$ cat src/rtl/core/ipw_pkg.sv
`timescale 1ns / 1ps
package ipw_pkg;

   localparam int BYTE_W   = 8;
   localparam int HALF_W   = 16;
   // Datapath widths sized for the largest image (side 256, 196608 bytes)
   localparam int MAG_W    = 26;             // |N*x - S|
   localparam int D_W      = 52;             // N*Q - S*S with floor
   localparam int Q_W      = 34;             // floor(v * 2^25), v < 2^9
   localparam int FRAC_SH  = 50;             // 2 * 25 fraction bits
   localparam int DP_W     = 122;            // remainder and delta width
   localparam int B_SH     = 2 * (Q_W - 1);  // D * 4^(Q_W-1)
   localparam int BIT_W    = 6;
   localparam int SH_W     = 5;
   localparam int FLOOR_K  = 65025;          // 255 * 255

   localparam logic OP_LOAD = 1'b0;
   localparam logic OP_READ = 1'b1;

   typedef enum logic [2:0] {
      S_IDLE,
      S_STAT_MUL,
      S_STAT_SET,
      S_FETCH,
      S_SCALE,
      S_WAIT
   } top_state_type;

   typedef enum logic [2:0] {
      U_IDLE,
      U_SQUARE,
      U_ITER,
      U_ROUND,
      U_DONE
   } unit_state_type;

   typedef struct packed {
      logic start;
      logic ack;
   } unit_ctl_type;

endpackage

$ cat src/rtl/core/ipw_div.sv
`timescale 1ns / 1ps
module ipw_div (
   input  logic                      clock,
   input  logic                      reset,
   input  ipw_pkg::unit_ctl_type     ctl,
   input  logic [ipw_pkg::MAG_W-1:0] mag,
   input  logic                      neg,
   input  logic [ipw_pkg::D_W-1:0]   dval,
   output logic                      done,
   output logic [ipw_pkg::HALF_W-1:0] half
);
   import ipw_pkg::*;

   unit_state_type    state_ff, state_in;
   logic [MAG_W-1:0]  mag_ff, mag_in;
   logic              neg_ff, neg_in;
   logic [DP_W-1:0]   r_ff, r_in;
   logic [DP_W-1:0]   a_ff, a_in;
   logic [DP_W-1:0]   b_ff, b_in;
   logic [Q_W-1:0]    q_ff, q_in;
   logic [BIT_W-1:0]  bit_ff, bit_in;
   logic [BIT_W-1:0]  top_ff, top_in;
   logic              found_ff, found_in;
   logic [HALF_W-1:0] half_ff, half_in;

   logic [DP_W-1:0]    delta;
   logic [2*MAG_W-1:0] mag_sq;
   logic               sub;
   logic [SH_W-1:0]    sh;
   logic [SH_W-1:0]    ebase;
   logic [Q_W-1:0]     shifted;
   logic [Q_W-1:0]     low_mask;
   logic               guard;
   logic               sticky;
   logic               rnd;
   logic [14:0]        mant;

   assign mag_sq = mag_ff * mag_ff;

   always_ff @(posedge clock) begin
      if (reset) begin
         state_ff <= U_IDLE;
      end else begin
         state_ff <= state_in;
      end
      mag_ff   <= mag_in;
      neg_ff   <= neg_in;
      r_ff     <= r_in;
      a_ff     <= a_in;
      b_ff     <= b_in;
      q_ff     <= q_in;
      bit_ff   <= bit_in;
      top_ff   <= top_in;
      found_ff <= found_in;
      half_ff  <= half_in;
   end

   // Rounding of floor(v * 2^25) plus remainder to binary16
   always_comb begin
      sub      = !found_ff || (top_ff < BIT_W'(11));
      sh       = sub ? SH_W'(1) : SH_W'(top_ff - BIT_W'(10));
      ebase    = sub ? SH_W'(0) : SH_W'(top_ff - BIT_W'(11));
      shifted  = q_ff >> sh;
      guard    = q_ff[BIT_W'(sh) - BIT_W'(1)];
      low_mask = (Q_W'(1) << (sh - SH_W'(1))) - Q_W'(1);
      sticky   = ((q_ff & low_mask) != '0) || (r_ff != '0);
      rnd      = guard & (sticky | shifted[0]);
      mant     = {ebase, 10'd0} + 15'(shifted) + 15'(rnd);
   end

   always_comb begin
      state_in = state_ff;
      mag_in   = mag_ff;
      neg_in   = neg_ff;
      r_in     = r_ff;
      a_in     = a_ff;
      b_in     = b_ff;
      q_in     = q_ff;
      bit_in   = bit_ff;
      top_in   = top_ff;
      found_in = found_ff;
      half_in  = half_ff;
      delta    = a_ff + b_ff;
      done     = 1'b0;
      unique case (state_ff)
         U_IDLE: begin
            if (ctl.start) begin
               mag_in   = mag;
               neg_in   = neg;
               a_in     = '0;
               b_in     = DP_W'(dval) << B_SH;
               q_in     = '0;
               bit_in   = BIT_W'(Q_W - 1);
               found_in = 1'b0;
               top_in   = '0;
               state_in = U_SQUARE;
            end
         end
         U_SQUARE: begin
            r_in     = DP_W'(mag_sq) << FRAC_SH;
            state_in = U_ITER;
         end
         U_ITER: begin
            // Try one more root bit: (Q + 2^b)^2 * D against the remainder
            if (delta <= r_ff) begin
               r_in         = r_ff - delta;
               a_in         = (a_ff >> 1) + b_ff;
               q_in[bit_ff] = 1'b1;
               if (!found_ff) begin
                  found_in = 1'b1;
                  top_in   = bit_ff;
               end
            end else begin
               a_in = a_ff >> 1;
            end
            b_in = b_ff >> 2;
            if (bit_ff == '0) begin
               state_in = U_ROUND;
            end else begin
               bit_in = bit_ff - BIT_W'(1);
            end
         end
         U_ROUND: begin
            half_in  = {neg_ff && (mant != '0), mant};
            state_in = U_DONE;
         end
         U_DONE: begin
            done = 1'b1;
            if (ctl.ack) begin
               state_in = U_IDLE;
            end
         end
         default: state_in = U_IDLE;
      endcase
   end

   assign half = half_ff;

endmodule

$ cat config.mk
export PLATFORM = sky130hd
export DESIGN_NAME = ipw_div
export DESIGN_NICKNAME = d
export VERILOG_FILES = /design/src/rtl/core/ipw_pkg.sv /design/src/rtl/core/ipw_div.sv
export SDC_FILE = /design/constraint.sdc
export NUM_CORES = 2
export LEC_CHECK = 0
export ABC_AREA = 1
export BUFFER_PORTS_ARGS = -buffer_cell sky130_fd_sc_hd__buf_2
export CAP_MARGIN = 40
export CORE_UTILIZATION = 50
export DETAILED_ROUTE_END_ITERATION = 10
export GPL_TIMING_DRIVEN = 0
export PLACE_DENSITY = 0.71
export SETUP_SLACK_MARGIN = 0.15
export SLEW_MARGIN = 0
export SYNTH_ARGS = -nofsm -noshare
export SYNTH_HDL_FRONTEND = slang
export SYNTH_SLANG_ARGS = --single-unit
$ cat constraint.sdc
create_clock -name clock -period 20.7 [get_ports clock]
set_input_delay 3.105 -clock clock [delete_from_list [all_inputs] [get_ports clock]]
set_output_delay 3.105 -clock clock [all_outputs]
set_load 0.1 [all_outputs]
* Yosys cells after proc, flatten, opt, wreduce, memory -nomap -nowiden
Cells that the tools add are included.
** Word-level totals
- Register bits after elaboration :: 459
- Bits in latches :: 0
- RAM bits :: 0
- ROM bits :: 0
- Input bits :: 83
- Output and inout bits :: 17
- Memories :: 0
** Cells by class
- $add $sub $neg :: 11
- Multipliers :: 1
- Divide/modulo/power cells :: 0
- Order comparisons :: 5
- Equal/unequal tests :: 10
- Shift operators :: 2
- Muxes and demuxes :: 31
- Bitwise logic cells :: 4
- Reductions and logical operators :: 19
** Operator list (number)
- $pmux W122 S2 :: 3
- $mux W122 :: 4
- $add A121 B122 Y122 :: 1
- $add A122 B122 Y122 :: 1
- $le A122 B122 Y1 :: 1
- $reduce_bool A122 Y1 :: 1
- $sub A122 B122 Y122 :: 1
- $mux W34 :: 2
- $pmux W34 S2 :: 1
- $mul A26 B26 Y52 :: 1
- $and A34 B34 Y34 :: 1
- $or A34 B34 Y34 :: 1
- $reduce_bool A34 Y1 :: 1
- $shl A1 B5 Y34 const A :: 1
- $shr A34 B5 Y15 :: 1
- $sub A34 B2 Y34 const B :: 1
- $mux W6 :: 5
- $pmux W6 S2 :: 2
- $add A15 B1 Y15 :: 1
- $add A15 B15 Y15 :: 1
- $pmux W3 S5 :: 1
- $reduce_bool A15 Y1 :: 1
- $lt A6 B7 Y1 const B :: 2
- $ne A2 B2 Y1 const B :: 6
- 26 further kinds :: 42

* Longest topological paths before layout
- Word-level depth :: 14
- Depth in mapped cells :: 37
- Depth with buffers taken out :: 35

* Worst setup path after synthesis
OpenSTA, ideal clock, no wires.
- Path kind :: input port to flip-flop
- From :: input ctl[1] (netlist bit)
- To :: register a_ff[0], enable pin
- Library setup time :: 846 ps
- Data arrival time :: 13070 ps
- Required time :: 19854 ps
- Slack :: 6784 ps
- Stages on the path :: 2
- Path through :: nor2_1 nor2_1
** On the way
- Cells in the longest elaborated chain, start to end :: 2
** RTL lines
- from (decl) :: line ipw_div.sv:5 : input ipw_pkg::unit_ctl_type ctl,
- $ne A2 B2 Y1 (no line)
- $reduce_and A2 Y1 (no line)
- to (signal assigned) :: line ipw_div.sv:49 : a_ff <= a_in;
- to (decl) :: line ipw_div.sv:18 : logic [DP_W-1:0] a_ff, a_in;
No other way between the ends.
A chain may end at the register's enable or synchronous reset.

* Worst setup path in the final report
- From :: register b_ff[0]
- To :: register r_ff[62], enable pin
** On the way
- Cells in the longest elaborated chain, start to end :: 4
** RTL lines
- from (decl) :: line ipw_div.sv:19 : logic [DP_W-1:0] b_ff, b_in;
- from (signal assigned) :: line ipw_div.sv:50 : b_ff <= b_in;
- $add A122 B122 Y122 :: line ipw_div.sv:83 : delta = a_ff + b_ff;
- $le A122 B122 Y1 :: line ipw_div.sv:105 : if (delta <= r_ff) begin
- $ne A2 B2 Y1 (no line)
- $reduce_and A2 Y1 (no line)
- to (signal assigned) :: line ipw_div.sv:48 : r_ff <= r_in;
- to (decl) :: line ipw_div.sv:17 : logic [DP_W-1:0] r_ff, r_in;
No other way between the ends.

==> impl_metrics.py <==
metrics = {
    "cells_and_area": {
        "num-nets-final": 11200,
        "final_common_cell": "inv_1",
        "most-common-layout-cells": "inv_1 (2,124), nand2_1 (1,836), nor2_1 (1,059), a21oi_1 (981), ha_1 (572)",
        "drive_above_1_share_pct": 4.04,
        "stdcell_count": 11900,
        "area_growth_pct": 8.34,
    },
    "sta": {
        "min_period_over_period_pct": 49.2,
        "hold_slack_ps": 554,
        "finClkSkew_ps": 48.3,
        "worst_pin_slew_ps": 1160,
        "period_needed_ps": 10180,
        "setup_ws_ps": 10520,
        "fmax_ghz": 0.0982,
        "setup_viol": 0,
        "slew_headroom_pct": 21.9,
        "finalHoldViolCount": 0,
        "slew_viol_final": 0,
        "fin_setup_tns_ps": 0,
        "rsz0062_at_grt": "false",
    },
    "clocking": {
        "cts_root_buffer": "clkbuf_16",
        "postCtsSetupBuffers": 0,
        "htreeDepth": 2,
        "clk_pin_slew_worst_paths_ps": 60,
        "cts_made_buffers": 59,
        "postCtsHoldBufs": 0,
        "cts_tree": "done",
        "cts.sinks": 455,
        "clk_path_buf_depth": 3,
        "insertion_delay_ps": 720,
        "cts_resized": 0,
    },
    "route": {
        "viasPerCell": 5.89,
        "drt_first_iter_violations": 7221,
        "ant_nets": 0,
        "vias": 69900,
        "drtPass1Iterations": 6,
        "drcViolationCount": 0,
        "wl_per_cell_um": 25.4,
        "wirelength_um": 301000,
    },
    "worst_setup_path": {
        "crit_path_max_fanout": 25,
        "cp_num_buf_inv": 5,
        "worst_setup_path_end_kind": "flop",
        "path_delay_family": "compound AO/OA/AOI/OAI gates",
        "cp.depth": 33,
        "r2r_cells": 33,
        "cp.required_ps": 21130,
        "critPathSlowestCell": "a21oi_1",
        "arrival_ps": 10620,
        "cp-start-kind": "flop",
        "crit_top_cell": "nand2_1",
        "crit_type": "flop to flop",
        "slowest_delay_ps": 640,
    },
    "place": {
        "place_hpwl_um": 258000,
        "detailedPlace.worstSlack_ps": 10960,
        "place_congestion": 1.17,
        "io_buffers": 99,
        "dp.cells": 11800,
    },
    "logic_synthesis": {
        "syn_avg_cell_area_sq_um": 7.01,
        "syn_area_sq_um": 68600,
        "ys_types": 67,
        "syn_inst": 9798,
        "synthFlopType": "edfxtp_1",
        "synth_warnings": 0,
        "ys_seq_elements": 455,
        "synth_top_area_share_pct": 19.8,
        "synth.yosys.seq_area_share_pct": 19.9,
        "synth_top_area_cell": "edfxtp_1",
        "synth_nets": 11000,
        "synth_area_leaders": "edfxtp_1 (20%), fa_1 (15%), inv_1 (12%)",
        "synth-edff-count": 452,
        "async_reset_ff_share_pct": 0,
    },
    "grt": {
        "grt_pass1_wl_um": 434000,
        "grt_pass1_vias": 69900,
        "antenna_found_initial": 11,
        "overflow": 0,
        "grt_max_degree": 34,
        "track_usage_pct": 42.7,
    },
    "floorplanning": {
        "num_rows": 135,
        "ios": 100,
        "die_area_sq_um": 139000,
        "start_util_pct": 50.5,
        "die_y_um": 373,
        "die_w_um": 373,
        "core_sq_um": 136000,
    },
    "outcome": {
        "outcome": "completed",
    },
    "worst_hold_path": {
        "hold_path.class": "flop to flop",
        "hold_depth": 2,
    },
    "flow_run": {
        "maxCapViolCount": 0,
    },
}
==> per-stage QoR <==
| stage | util (%) | instance area (sq um) |
|---|---|---|
| final | 54.8 | 74400 |
| after global routing | 54.8 | 74400 |
| after CTS | 54.7 | 74300 |
| after detailed placement | 53.3 | 72300 |
| after global placement | 52.5 | 71400 |
| after floorplan | - | 68600 |
==> cells in the mapped netlist (5+ instances only) <==
cell       number
o21bai_1       22
a22o_1         13
nor2_4          8
nor3_1         75
a31oi_1       226
nor2_2          7
o31ai_1        10
xor2_1        124
o21ai_0       509
a21o_1         17
a31o_2          6
o21a_1         86
inv_1        2124
fa_1          516
buf_6           5
a221oi_1        7
or2_2          12
o21ai_1        26
nand2_2        18
a21boi_1        8
nor2_1       1063
a21boi_0       27
o311ai_0        5
o2111ai_1      10
nor4_1         71
buf_2          33
a211oi_1        7
nand3b_1       14
a21oi_1       981
edfxtp_1      452
nand2_1      1836
xnor2_1       156
nand3_1       385
buf_4           5
nand4_1        69
o211ai_1       56
clkbuf_1      150
o221ai_1       19
buf_1           7
ha_1          572
inv_2          10
==> cell type report <==
type                       count  area [sq um]
antenna                        4          10.0
clock buffer                  73          1590
clock inverter                36           405
sequential                   455         13600
multi-input combinational   7005         46200
fill                       13400         61400
tap                         1781          2230
timing repair buffer         178          1430
buffer                       201           870
inverter                    2137          8020
==> state kept, by name (all words and copies together), names as in the netlist <==
| name | flops |
|---|---|
| a_ff | 122 |
| b_ff | 118 |
| bit_ff | 6 |
| found_ff | 1 |
| half | 16 |
| mag_ff | 26 |
| neg_ff | 1 |
| q_ff | 34 |
| r_ff | 122 |
| state_ff | 3 |
| top_ff | 6 |
==> layer usage <==
metal / global-route usage [%] / up-vias / routed length [um]
met5: 0 / - / 12
met4: 31.1 / 2 / 25900
met3: 6.82 / 945 / 24800
met2: 71.2 / 3611 / 139000
met1: 49.8 / 33200 / 111000
li1: - / 32200 / -
==> worst register-to-register path: cells and delay by family, from the launching register on <==
family,cells,cell delay [ps]
AND/OR/NAND/NOR,12,2230
buffers and inverters,5,2090
adder cells (fa/ha/maj),3,1030
flip-flops,1,410
AO/OA/AOI/OAI,13,4100
==> cells by family after synthesis <==
kind of cell / count (synthesis) / synth area share, %
AOI/OAI and AO/OA: 2061 / 16.8
xor gates and xnor gates: 280 / 3.57
adders and majority gates: 1088 / 25.5
buffers and inverters: 2338 / 12.9
DFF: 455 / 19.9
and+or+nand+nor: 3576 / 21.3
==> path summary, 6_finish.rpt <==
kind,from,endpoint,slack (ps)
worst max-delay path,b_ff[0]$_SDFFCE_PN0P_,r_ff[62]$_DFFE_PP_,10520
worst min-delay path,neg_ff$_DFFE_PP_,half[15]$_DFFE_PP_,550
worst max register to register,b_ff[0]$_SDFFCE_PN0P_,r_ff[62]$_DFFE_PP_,10520
worst min register to register,neg_ff$_DFFE_PP_,half[15]$_DFFE_PP_,550
Power is not shown: default switching activity piles up to over one toggle a cycle in this logic, so the estimate is an artifact.
